--- config.mk ---
export PLATFORM = sky130hd
export DESIGN_NAME = unsorted_max_priority_queue_top
export DESIGN_NICKNAME = d
export VERILOG_FILES = /design/src/rtl/umpq_pkg.sv /design/src/rtl/umpq_engine.sv /design/src/rtl/unsorted_max_priority_queue_top.sv
export SDC_FILE = /design/constraint.sdc
export NUM_CORES = 1
export LEC_CHECK = 0
export BUFFER_PORTS_ARGS = -buffer_cell sky130_fd_sc_hd__clkbuf_2
export CAP_MARGIN = 30
export CORE_ASPECT_RATIO = 1.2
export CORE_UTILIZATION = 37
export CTS_BUF_LIST = sky130_fd_sc_hd__clkbuf_8
export DETAILED_ROUTE_END_ITERATION = 8
export PLACE_DENSITY = 0.54
export SYNTH_ARGS = -nofsm -noshare
export SYNTH_HDL_FRONTEND = slang
export SYNTH_SLANG_ARGS = --single-unit
--- constraint.sdc ---
create_clock -name clock -period 20.5 [get_ports clock]
set_input_delay 2.05 -clock clock [delete_from_list [all_inputs] [get_ports clock]]
set_output_delay 2.05 -clock clock [all_outputs]
set_load 0.005 [all_outputs]
--- src/rtl/umpq_pkg.sv ---
// ----------------------------------------------------------------------------
// Unsorted max priority queue package
// Shared constants, codes and interface types of the priority queue block.
// ----------------------------------------------------------------------------
package umpq_pkg;

   // Storage geometry.
   localparam int Capacity    = 16;
   localparam int ValueWidth  = 32;
   localparam int IndexWidth  = $clog2(Capacity);
   localparam int CountWidth  = $clog2(Capacity + 1);
   localparam int OpWidth     = 2;
   localparam int StatusWidth = 2;

   // Stream word widths, padded up to whole bytes.
   localparam int ReqBits     = OpWidth + ValueWidth;
   localparam int ReqWidth    = ((ReqBits + 7) / 8) * 8;
   localparam int RspBits     = StatusWidth + ValueWidth + 1 + CountWidth + 1;
   localparam int RspWidth    = ((RspBits + 7) / 8) * 8;

   // Operation codes; the fourth code is a no-operation.
   typedef enum logic [OpWidth-1:0] {
      OP_INSERT   = 2'd0,
      OP_REMOVE   = 2'd1,
      OP_CONTAINS = 2'd2,
      OP_NONE     = 2'd3
   } op_type;

   // Result status codes.
   typedef enum logic [StatusWidth-1:0] {
      STATUS_OK    = 2'd0,
      STATUS_EMPTY = 2'd1,
      STATUS_FULL  = 2'd2
   } status_type;

   // Engine sequencer states.
   typedef enum logic [1:0] {
      ST_IDLE,
      ST_SCAN,
      ST_DONE
   } state_type;

   // One command handed to the engine.
   typedef struct packed {
      op_type                 op;
      logic [ValueWidth-1:0]  value;
   } cmd_type;

   // One result handed back by the engine.
   typedef struct packed {
      logic                   is_empty;
      logic [CountWidth-1:0]  entry_count;
      logic                   found;
      logic [ValueWidth-1:0]  removed_value;
      status_type             status;
   } result_type;

endpackage

--- src/rtl/umpq_engine.sv ---
// ----------------------------------------------------------------------------
// Priority queue engine
// Entry store, entry count and a small sequencer that scans the store one
// entry per cycle through a single shared comparator.
// ----------------------------------------------------------------------------
module umpq_engine (
   input  logic                 clock,
   input  logic                 reset,
   input  logic                 cmd_valid,
   output logic                 cmd_ready,
   input  umpq_pkg::cmd_type    cmd,
   output logic                 res_valid,
   input  logic                 res_ready,
   output umpq_pkg::result_type res
);

   localparam int VW = umpq_pkg::ValueWidth;
   localparam int IW = umpq_pkg::IndexWidth;
   localparam int CW = umpq_pkg::CountWidth;

   // Entry store; read data is registered.
   logic [VW-1:0] mem [umpq_pkg::Capacity];

   umpq_pkg::state_type  state_ff, state_in;
   umpq_pkg::op_type     op_ff, op_in;
   umpq_pkg::status_type status_ff, status_in;
   logic [VW-1:0]        value_ff, value_in;
   logic [VW-1:0]        best_ff, best_in;
   logic [VW-1:0]        removed_ff, removed_in;
   logic [VW-1:0]        rd_data_ff;
   logic [IW-1:0]        idx_ff, idx_in;
   logic [IW-1:0]        best_idx_ff, best_idx_in;
   logic [CW-1:0]        count_ff, count_in;
   logic                 found_ff, found_in;

   logic [IW-1:0]        rd_addr;
   logic                 wr_en;
   logic [IW-1:0]        wr_addr;
   logic [VW-1:0]        wr_data;

   logic [VW-1:0]        cmp_operand;
   logic                 cmp_gt;
   logic                 cmp_eq;
   logic                 take;
   logic                 last;
   logic [IW-1:0]        cur_best_idx;
   logic [VW-1:0]        cur_best;

   // Shared comparator: against the running best on remove, the key on contains.
   always_comb begin
      cmp_operand = (op_ff == umpq_pkg::OP_REMOVE) ? best_ff : value_ff;
      cmp_gt      = $signed(rd_data_ff) > $signed(cmp_operand);
      cmp_eq      = rd_data_ff == cmp_operand;
   end

   // Scan bookkeeping: the first entry seeds the best, a later one wins only if greater.
   always_comb begin
      take         = (idx_ff == '0) || cmp_gt;
      cur_best_idx = take ? idx_ff : best_idx_ff;
      cur_best     = take ? rd_data_ff : best_ff;
      last         = {1'b0, idx_ff} == (count_ff - CW'(1));
   end

   // Sequencer: next state, datapath updates and store access.
   always_comb begin
      state_in    = state_ff;
      op_in       = op_ff;
      status_in   = status_ff;
      value_in    = value_ff;
      best_in     = best_ff;
      removed_in  = removed_ff;
      idx_in      = idx_ff;
      best_idx_in = best_idx_ff;
      count_in    = count_ff;
      found_in    = found_ff;
      rd_addr     = '0;
      wr_en       = 1'b0;
      wr_addr     = count_ff[IW-1:0];
      wr_data     = cmd.value;
      cmd_ready   = 1'b0;
      res_valid   = 1'b0;

      unique case (state_ff)
         umpq_pkg::ST_IDLE: begin
            cmd_ready = 1'b1;
            if (cmd_valid) begin
               op_in      = cmd.op;
               value_in   = cmd.value;
               status_in  = umpq_pkg::STATUS_OK;
               removed_in = '0;
               found_in   = 1'b0;
               idx_in     = '0;
               state_in   = umpq_pkg::ST_DONE;
               case (cmd.op)
                  umpq_pkg::OP_INSERT: begin
                     if (count_ff >= CW'(umpq_pkg::Capacity)) begin
                        status_in = umpq_pkg::STATUS_FULL;
                     end else begin
                        wr_en    = 1'b1;
                        count_in = count_ff + CW'(1);
                     end
                  end
                  umpq_pkg::OP_REMOVE: begin
                     if (count_ff == '0) begin
                        status_in = umpq_pkg::STATUS_EMPTY;
                     end else begin
                        state_in = umpq_pkg::ST_SCAN;
                     end
                  end
                  umpq_pkg::OP_CONTAINS: begin
                     if (count_ff != '0) begin
                        state_in = umpq_pkg::ST_SCAN;
                     end
                  end
                  default: begin
                  end
               endcase
            end
         end

         umpq_pkg::ST_SCAN: begin
            // Read data holds the entry at idx_ff; fetch the next one meanwhile.
            rd_addr = idx_ff + IW'(1);
            idx_in  = idx_ff + IW'(1);
            if (op_ff == umpq_pkg::OP_REMOVE) begin
               best_in     = cur_best;
               best_idx_in = cur_best_idx;
            end else begin
               found_in = found_ff | cmp_eq;
            end
            if (last) begin
               state_in = umpq_pkg::ST_DONE;
               if (op_ff == umpq_pkg::OP_REMOVE) begin
                  // The last entry is in hand: move it into the freed slot.
                  wr_en      = 1'b1;
                  wr_addr    = cur_best_idx;
                  wr_data    = rd_data_ff;
                  removed_in = cur_best;
                  count_in   = count_ff - CW'(1);
               end
            end
         end

         umpq_pkg::ST_DONE: begin
            res_valid = 1'b1;
            if (res_ready) begin
               state_in = umpq_pkg::ST_IDLE;
            end
         end

         default: begin
            state_in = umpq_pkg::ST_IDLE;
         end
      endcase
   end

   // Result word.
   always_comb begin
      res.status        = status_ff;
      res.removed_value = removed_ff;
      res.found         = found_ff;
      res.entry_count   = count_ff;
      res.is_empty      = count_ff == '0;
   end

   // Store write and registered read.
   always_ff @(posedge clock) begin
      if (wr_en) begin
         mem[wr_addr] <= wr_data;
      end
      rd_data_ff <= mem[rd_addr];
   end

   // Control state.
   always_ff @(posedge clock) begin
      if (reset) begin
         state_ff <= umpq_pkg::ST_IDLE;
         count_ff <= '0;
      end else begin
         state_ff <= state_in;
         count_ff <= count_in;
      end
   end

   // Datapath registers.
   always_ff @(posedge clock) begin
      op_ff       <= op_in;
      status_ff   <= status_in;
      value_ff    <= value_in;
      best_ff     <= best_in;
      removed_ff  <= removed_in;
      idx_ff      <= idx_in;
      best_idx_ff <= best_idx_in;
      found_ff    <= found_in;
   end

endmodule

--- src/rtl/unsorted_max_priority_queue_top.sv ---
// ----------------------------------------------------------------------------
// Unsorted max priority queue
// Stream wrapper around the priority queue engine with a registered result.
// ----------------------------------------------------------------------------
// Each request word carries an operation and a signed value: insert the value,
// remove the greatest stored value, or ask whether the value is stored. Every
// request yields exactly one response word with a status, the removed value,
// the found flag, the entry count and an empty flag.
// Insert, refused operations and the no-operation code go from the idle state
// straight to the done state; remove and contains on a non-empty store first
// pass through a scan state over the N stored entries, at most 16, since the
// engine reads the entry store one entry per cycle through one comparator.
// req_tready is high only while the engine is idle.
// The response sits in an output register, so the engine may take and process
// the next request while a response still waits; when the receiver stalls,
// the engine holds its finished result until the register frees up.
// Reset empties the queue and clears both valid signals; stored entries are
// not cleared and are never used before they are written.
// ----------------------------------------------------------------------------
module unsorted_max_priority_queue_top (
   input  logic                            clock,
   input  logic                            reset,
   input  logic                            req_tvalid,
   output logic                            req_tready,
   // op [1:0], value [33:2], zero fill above
   input  logic [umpq_pkg::ReqWidth-1:0]   req_tdata,
   output logic                            rsp_tvalid,
   input  logic                            rsp_tready,
   // status [1:0], removed_value [33:2], found [34], entry_count [39:35],
   // is_empty [40], zero fill above
   output logic [umpq_pkg::RspWidth-1:0]   rsp_tdata
);

   umpq_pkg::cmd_type    cmd;
   umpq_pkg::result_type res;
   logic                 res_valid;
   logic                 res_ready;
   logic                 rsp_tvalid_ff, rsp_tvalid_in;
   umpq_pkg::result_type rsp_data_ff, rsp_data_in;

   // Unpack the request word.
   always_comb begin
      cmd.op    = umpq_pkg::op_type'(req_tdata[umpq_pkg::OpWidth-1:0]);
      cmd.value = req_tdata[umpq_pkg::ReqBits-1:umpq_pkg::OpWidth];
   end

   umpq_engine u_engine (
      .clock     (clock),
      .reset     (reset),
      .cmd_valid (req_tvalid),
      .cmd_ready (req_tready),
      .cmd       (cmd),
      .res_valid (res_valid),
      .res_ready (res_ready),
      .res       (res)
   );

   // Output register loads when empty or being drained.
   always_comb begin
      res_ready     = !rsp_tvalid_ff || rsp_tready;
      rsp_tvalid_in = rsp_tvalid_ff;
      rsp_data_in   = rsp_data_ff;
      if (res_ready) begin
         rsp_tvalid_in = res_valid;
         if (res_valid) begin
            rsp_data_in = res;
         end
      end
   end

   always_ff @(posedge clock) begin
      if (reset) begin
         rsp_tvalid_ff <= 1'b0;
      end else begin
         rsp_tvalid_ff <= rsp_tvalid_in;
      end
   end

   always_ff @(posedge clock) begin
      rsp_data_ff <= rsp_data_in;
   end

   assign rsp_tvalid = rsp_tvalid_ff;
   assign rsp_tdata  = {{(umpq_pkg::RspWidth - umpq_pkg::RspBits){1'b0}}, rsp_data_ff};

endmodule

### Word-level counts from Yosys, hierarchy flattened

Memory sizes are Yosys's and may differ from the RTL's. A register that Yosys moved wholly into a read port is not among the register bits.
Cells that the tools add are included.

* input bits: 44
* word-level logic and storage cells: 99
* bits in writable memories: 512
* memories kept: 1
* register bits: 158
* bits in latches: 0
* memory bits (read-only): 0
* output and inout bits: 50

Memory list
* u_engine.mem: words 16, width 32, read ports 1, clocked after Yosys merged registers in 1, write ports 1, RTL line umpq_engine.sv:22 `logic [VW-1:0] mem [umpq_pkg::Capacity];`

* $lt $le $gt $ge: 2
* shift operators: 0
* multiplexer cells: 45
* reductions and logical operators: 17
* multipliers: 0
* div/mod/pow operators: 0
* bitwise gates (word level): 1
* add/sub/neg operators: 3
* eq/ne operators: 14

Operators by type and width (count)
* $mux W32: 8
* $pmux W32 S2: 1
* $eq A32 B32 Y1: 1
* $gt A32 B32 Y1: 1
* $mux W5: 5
* $mux W4: 6
* $mux W1: 12
* $mux W2: 6
* $ne A2 B2 Y1 const B: 5
* $pmux W5 S2: 1
* $pmux W2 S2: 2
* $pmux W4 S2: 1
* $reduce_and A2 Y1: 4
* $eq A2 B1 Y1 const B: 3
* $pmux W2 S3: 1
* $reduce_and A3 Y1: 2
* $reduce_and A6 Y1: 1
* $add A5 B1 Y5 const B: 1
* $eq A4 B5 Y1: 1
* $ge A5 B5 Y1 const B: 1
* $logic_not A5 Y1: 1
* $reduce_bool A5 Y1: 1
* $sub A5 B1 Y5 const B: 1
* $add A4 B1 Y4 const B: 1
* other kinds (10): 15

### Logic depth before layout (Yosys ltp)

* word-level depth: 8
* depth in mapped cells: 14

### Cells and area by module

A second synthesis with hierarchy kept.

* cells, all modules: 1713
* area, all modules: 28350.9 um2

By module, submodules not included
* umpq_engine: seq. area each 19428.6 um2, area an instance 27008.4 um2, cells each 1659, times used 1
* unsorted_max_priority_queue_top: seq. area each 1251.2 um2, area an instance 1342.5 um2, cells each 54, times used 1

### Worst setup path after synthesis

OpenSTA, ideal clock, no wires.

* path kind: in2reg
* start point: input port req_tvalid
* end point: memory u_engine.mem[12][0] (netlist bit) (enable)
* required time: 19987 ps
* cell stages on the path: 6
* library setup time: 513 ps
* setup slack: 12458 ps
* arrival time: 7529 ps
* path through: and2_1 clkbuf_1 a31oi_2 or3_1 buf_6 nor4b_1

* longest elaborated chain between the ends: 4

Ends and longest elaborated chain
* start: declaration: RTL line unsorted_max_priority_queue_top.sv:23 `input logic req_tvalid,`
* $mux W1: RTL line umpq_engine.sv:86 `if (cmd_valid) begin`
* $pmux W1 S2: RTL line umpq_engine.sv:83 `unique case (state_ff)`
* $mux W1: RTL line umpq_engine.sv:168 `if (wr_en) begin`
* $mux W1 (implied by the code): RTL line umpq_engine.sv:169 `mem[wr_addr] <= wr_data;`
* end: declaration: RTL line umpq_engine.sv:22

No other way between the ends.

### Final worst setup path

* start point: register u_engine.op_ff[0]
* end point: memory u_engine.mem[14][0] (netlist bit) (enable)

* longest elaborated chain between the ends: 8
* elaborated cells on any way between the ends: 13
* those cells by class: 1 x order compare; 1 x eq/ne; 10 x mux; 1 x reduce/logical

Ends and longest elaborated chain
* start: declaration: RTL line umpq_engine.sv:25 `umpq_pkg::op_type op_ff, op_in;`
* start signal: assignment: RTL line umpq_engine.sv:187 `op_ff <= op_in;`
* $eq A2 B1 Y1: RTL line umpq_engine.sv:51 `cmp_operand = (op_ff == umpq_pkg::OP_REMOVE) ? best_ff : value_ff;`
* $mux W32: RTL line umpq_engine.sv:51
* $gt A32 B32 Y1: RTL line umpq_engine.sv:52 `cmp_gt = $signed(rd_data_ff) > $signed(cmp_operand);`
* $logic_or A1 B1 Y1: RTL line umpq_engine.sv:58 `take = (idx_ff == '0) || cmp_gt;`
* $mux W4: RTL line umpq_engine.sv:59 `cur_best_idx = take ? idx_ff : best_idx_ff;`
* via u_engine.cur_best_idx[3]: RTL line umpq_engine.sv:46 `logic [IW-1:0] cur_best_idx;`
* $mux W4: RTL line umpq_engine.sv:133 `if (op_ff == umpq_pkg::OP_REMOVE) begin`
* $mux W4: RTL line umpq_engine.sv:131 `if (last) begin`
* $mux W4: RTL line umpq_engine.sv:83

The timed path passes the listed nets, and every way through them passes these cells.

==> flow_summary.ini <==
[power_and_ir_drop]
seqPwrFrac_pct = 56.5
swShare_pct = 22.4
vdd_drop_max_mv = 0.0461
comb_power_share_pct = 5.5
p_leak_nw = 10.8
p_switching_mw = 0.638
p_per_area_mw_per_mm2 = 88.9
pwr-share-clk_pct = 38.0
p_int_mw = 2.21

[critical_path]
cp_slowest_cell = o21ai_0
critical_path_class = reg -> reg
rrSetupSlack_ps = 15140
path_cells = nand2b_2 > buf_4 > mux2i_1 > ha_1 > a21oi_1 > o21ai_0 > a22oi_1 > and2_1 > a41oi_2 > mux2i_1 > a21oi_1 > nor4_2 > buf_4
slowest_delay_ps = 650
cp-start-kind = flop
required_ps = 20830
cp-end-kind = flop
path_max_fanout = 34
worstPathArrival_ps = 5690

[synth]
yosys_register_bits = 702
post-synth-top-area-fraction_pct = 70.1
synth_edf_count = 662
synth_warnings = 0
postSynthAreaPerCell_um2 = 16.5
synth_cells = 1722
ys_types = 56
synthArstFlopShare_pct = 0
mappedNetlistArea_mm2 = 0.0283
synth.most_common_cell = edfxtp_1
synth-main-ff-cell = edfxtp_1
synth_area_leader_cell = edfxtp_1
yosys-top-cells-count = edfxtp_1, mux2i_1, nand2_1
ys_top_cells_by_area = edfxtp_1, mux2i_1, dfxtp_1
ys_seq_area_share_pct = 73.0

[finish]
design_area_mm2 = 0.0321
nNetsFinal = 1931
multiInputGateArea_mm2 = 0.00734
register_area_mm2 = 0.0207
fillers = 6805
drive_above_1_share_pct = 20.6
area_growth_pct = 13.1

[clock_network]
numCtsBuffers = 103
cts_tree = done
clockRootBuffer = clkbuf_8
cts_max_level = 3
cts_max_path_buffers = 3
clock_sinks = 702
cts_resized = 0
hold_buffers = 0
path_clk_slew_ps = 60
cts_setup_buffers = 0
worstSkewPairLatency_ps = 720

[timing]
slew_headroom_pct = 34.5
worst_pin_slew_ps = 982
drv_slew = 0
rsz0062_at_grt = no
hold_viol_final = 0
fin_tns_setup_ps = 0
period_share_pct = 26.1
fmaxAchievable_ghz = 0.187
skew_ps = 32.4
setup_violations = 0
fin_crit_ps = 5360

[detailed_routing]
drt-total-wl_um = 68700
postRouteAntennaNets = 0
vias = 15400
wl_per_cell_um = 23.3
first_pass_iters = 5
via_per_inst = 5.23
first_iter_violations = 1146
drc = 0

[place]
post_dp_cell_area_mm2 = 0.0301
io_buffers = 80
hpwl_um = 37900
gp_congestion = 0.806

[global_routing]
grt_max_degree = 78
grt.total_usage_pct = 17.9
grt_pass1_wl_um = 102000
grt_overflow_total = 0
grt_pass1_vias = 16100
antenna_found_initial = 6

[hold_path]
holdCritPathClass = reg -> reg

[run]
drv_cap = 0

[floorplanning]
die_h_um = 305
row_count = 110
die_w_um = 255
coreArea_mm2 = 0.0754
initial_core_util_pct = 37.6
ios = 94
die-area_mm2 = 0.0777

[run_status]
run_status = completed
final timing paths:
path / from / endpoint / cells after the start
setup / recovery: u_engine.op_ff[0] / u_engine.mem[14][0] / 13
hold / removal: u_engine.removed_ff[7] / rsp_tdata[9] / 0
setup reg to reg: u_engine.op_ff[0] / u_engine.mem[14][0] / 13
hold reg to reg: u_engine.removed_ff[7] / rsp_tdata[9] / 0
critical path, delay by kind of cell (launching register included):
family | cells | cell delay [ps]
multiplexers | 2 | 570
flip-flops | 1 | 380
adder cells (fa/ha/maj) | 1 | 340
AND/OR/NAND/NOR | 3 | 860
buffers and inverters | 2 | 1110
AO/OA/AOI/OAI | 5 | 1640
routing by layer:
layer,vias to the layer above,share of wire [%],track usage [%]
met5,-,0.080,0
met4,8,3.0,7.12
met3,119,5.7,3.21
met2,463,50,30.6
met1,7832,41,22.4
li1,6983,-,-
metrics by stage:
step / power [mW] / hold WS, ps / utilization (%) / setup slack (ps) / instances
final: 2.85 / 418 / 42.5 / 15140 / 2945
after floorplan: 1.74 / 400 / - / 12460 / 1728
after global routing: 2.96 / 423 / 42.5 / 14860 / 2945
after detailed placement: 1.80 / 405 / 39.8 / 15050 / 2751
after CTS: 2.88 / 419 / 42.5 / 15050 / 2944
after global placement: 1.79 / 405 / 39.8 / 14440 / 2750
area by class of cell:
class | count | area share (%)
antenna | 1 | 0.00780
clock buffer | 120 | 5.15
clock inverter | 73 | 1.12
inverter | 14 | 0.187
multi-input combinational | 905 | 22.9
sequential | 702 | 64.5
tap | 1008 | 3.93
timing repair buffer | 122 | 2.23
power groups by stage:
| stage | Sequential (mW) | Combinational, mW | Clock [mW] |
|---|---|---|---|
| floorplan | 1.63 | 0.105 | 0 |
| global placement | 1.64 | 0.155 | 0 |
| detailed placement | 1.64 | 0.158 | 0 |
| CTS | 1.61 | 0.159 | 1.12 |
| global route | 1.61 | 0.172 | 1.17 |
| finish | 1.61 | 0.157 | 1.08 |
cells in the final DEF (no fill, tap or decap), types with 8 or more instances in the layout:
cell type,count
a211oi_1,68
a21oi_1,53
a311oi_1,64
and2_1,103
buf_4,42
clkbuf_2,80
clkbuf_8,120
clkinv_1,11
clkinv_2,15
dfxtp_1,40
edfxtp_1,662
ha_1,39
inv_1,54
mux2_2,67
mux2i_1,160
mux4_2,32
nand2_1,152
nand4_1,11
nor2_1,19
nor3_1,37
nor4_2,8
xnor2_1,10
flip-flops by register name (all words and copies together) (netlist names):
signal                flops
rsp_tdata                41
rsp_tvalid                1
u_engine.best_ff         32
u_engine.best_idx_ff      4
u_engine.count_ff         5
u_engine.found_ff         1
u_engine.idx_ff           4
u_engine.mem            512
u_engine.op_ff            2
u_engine.rd_data_ff      32
u_engine.removed_ff      32
u_engine.state_ff         2
u_engine.status_ff        2
u_engine.value_ff        32
cell families after synthesis:
logic type,share of synthesized area (%)
compound gates,5.59
xor+xnor,0.340
fa+ha+maj,1.72
buf+inv,1.77
flops,73.0
mux,10.9
other cells,0.0132
simple gates,6.69
Power figures use the tool's default switching activity.
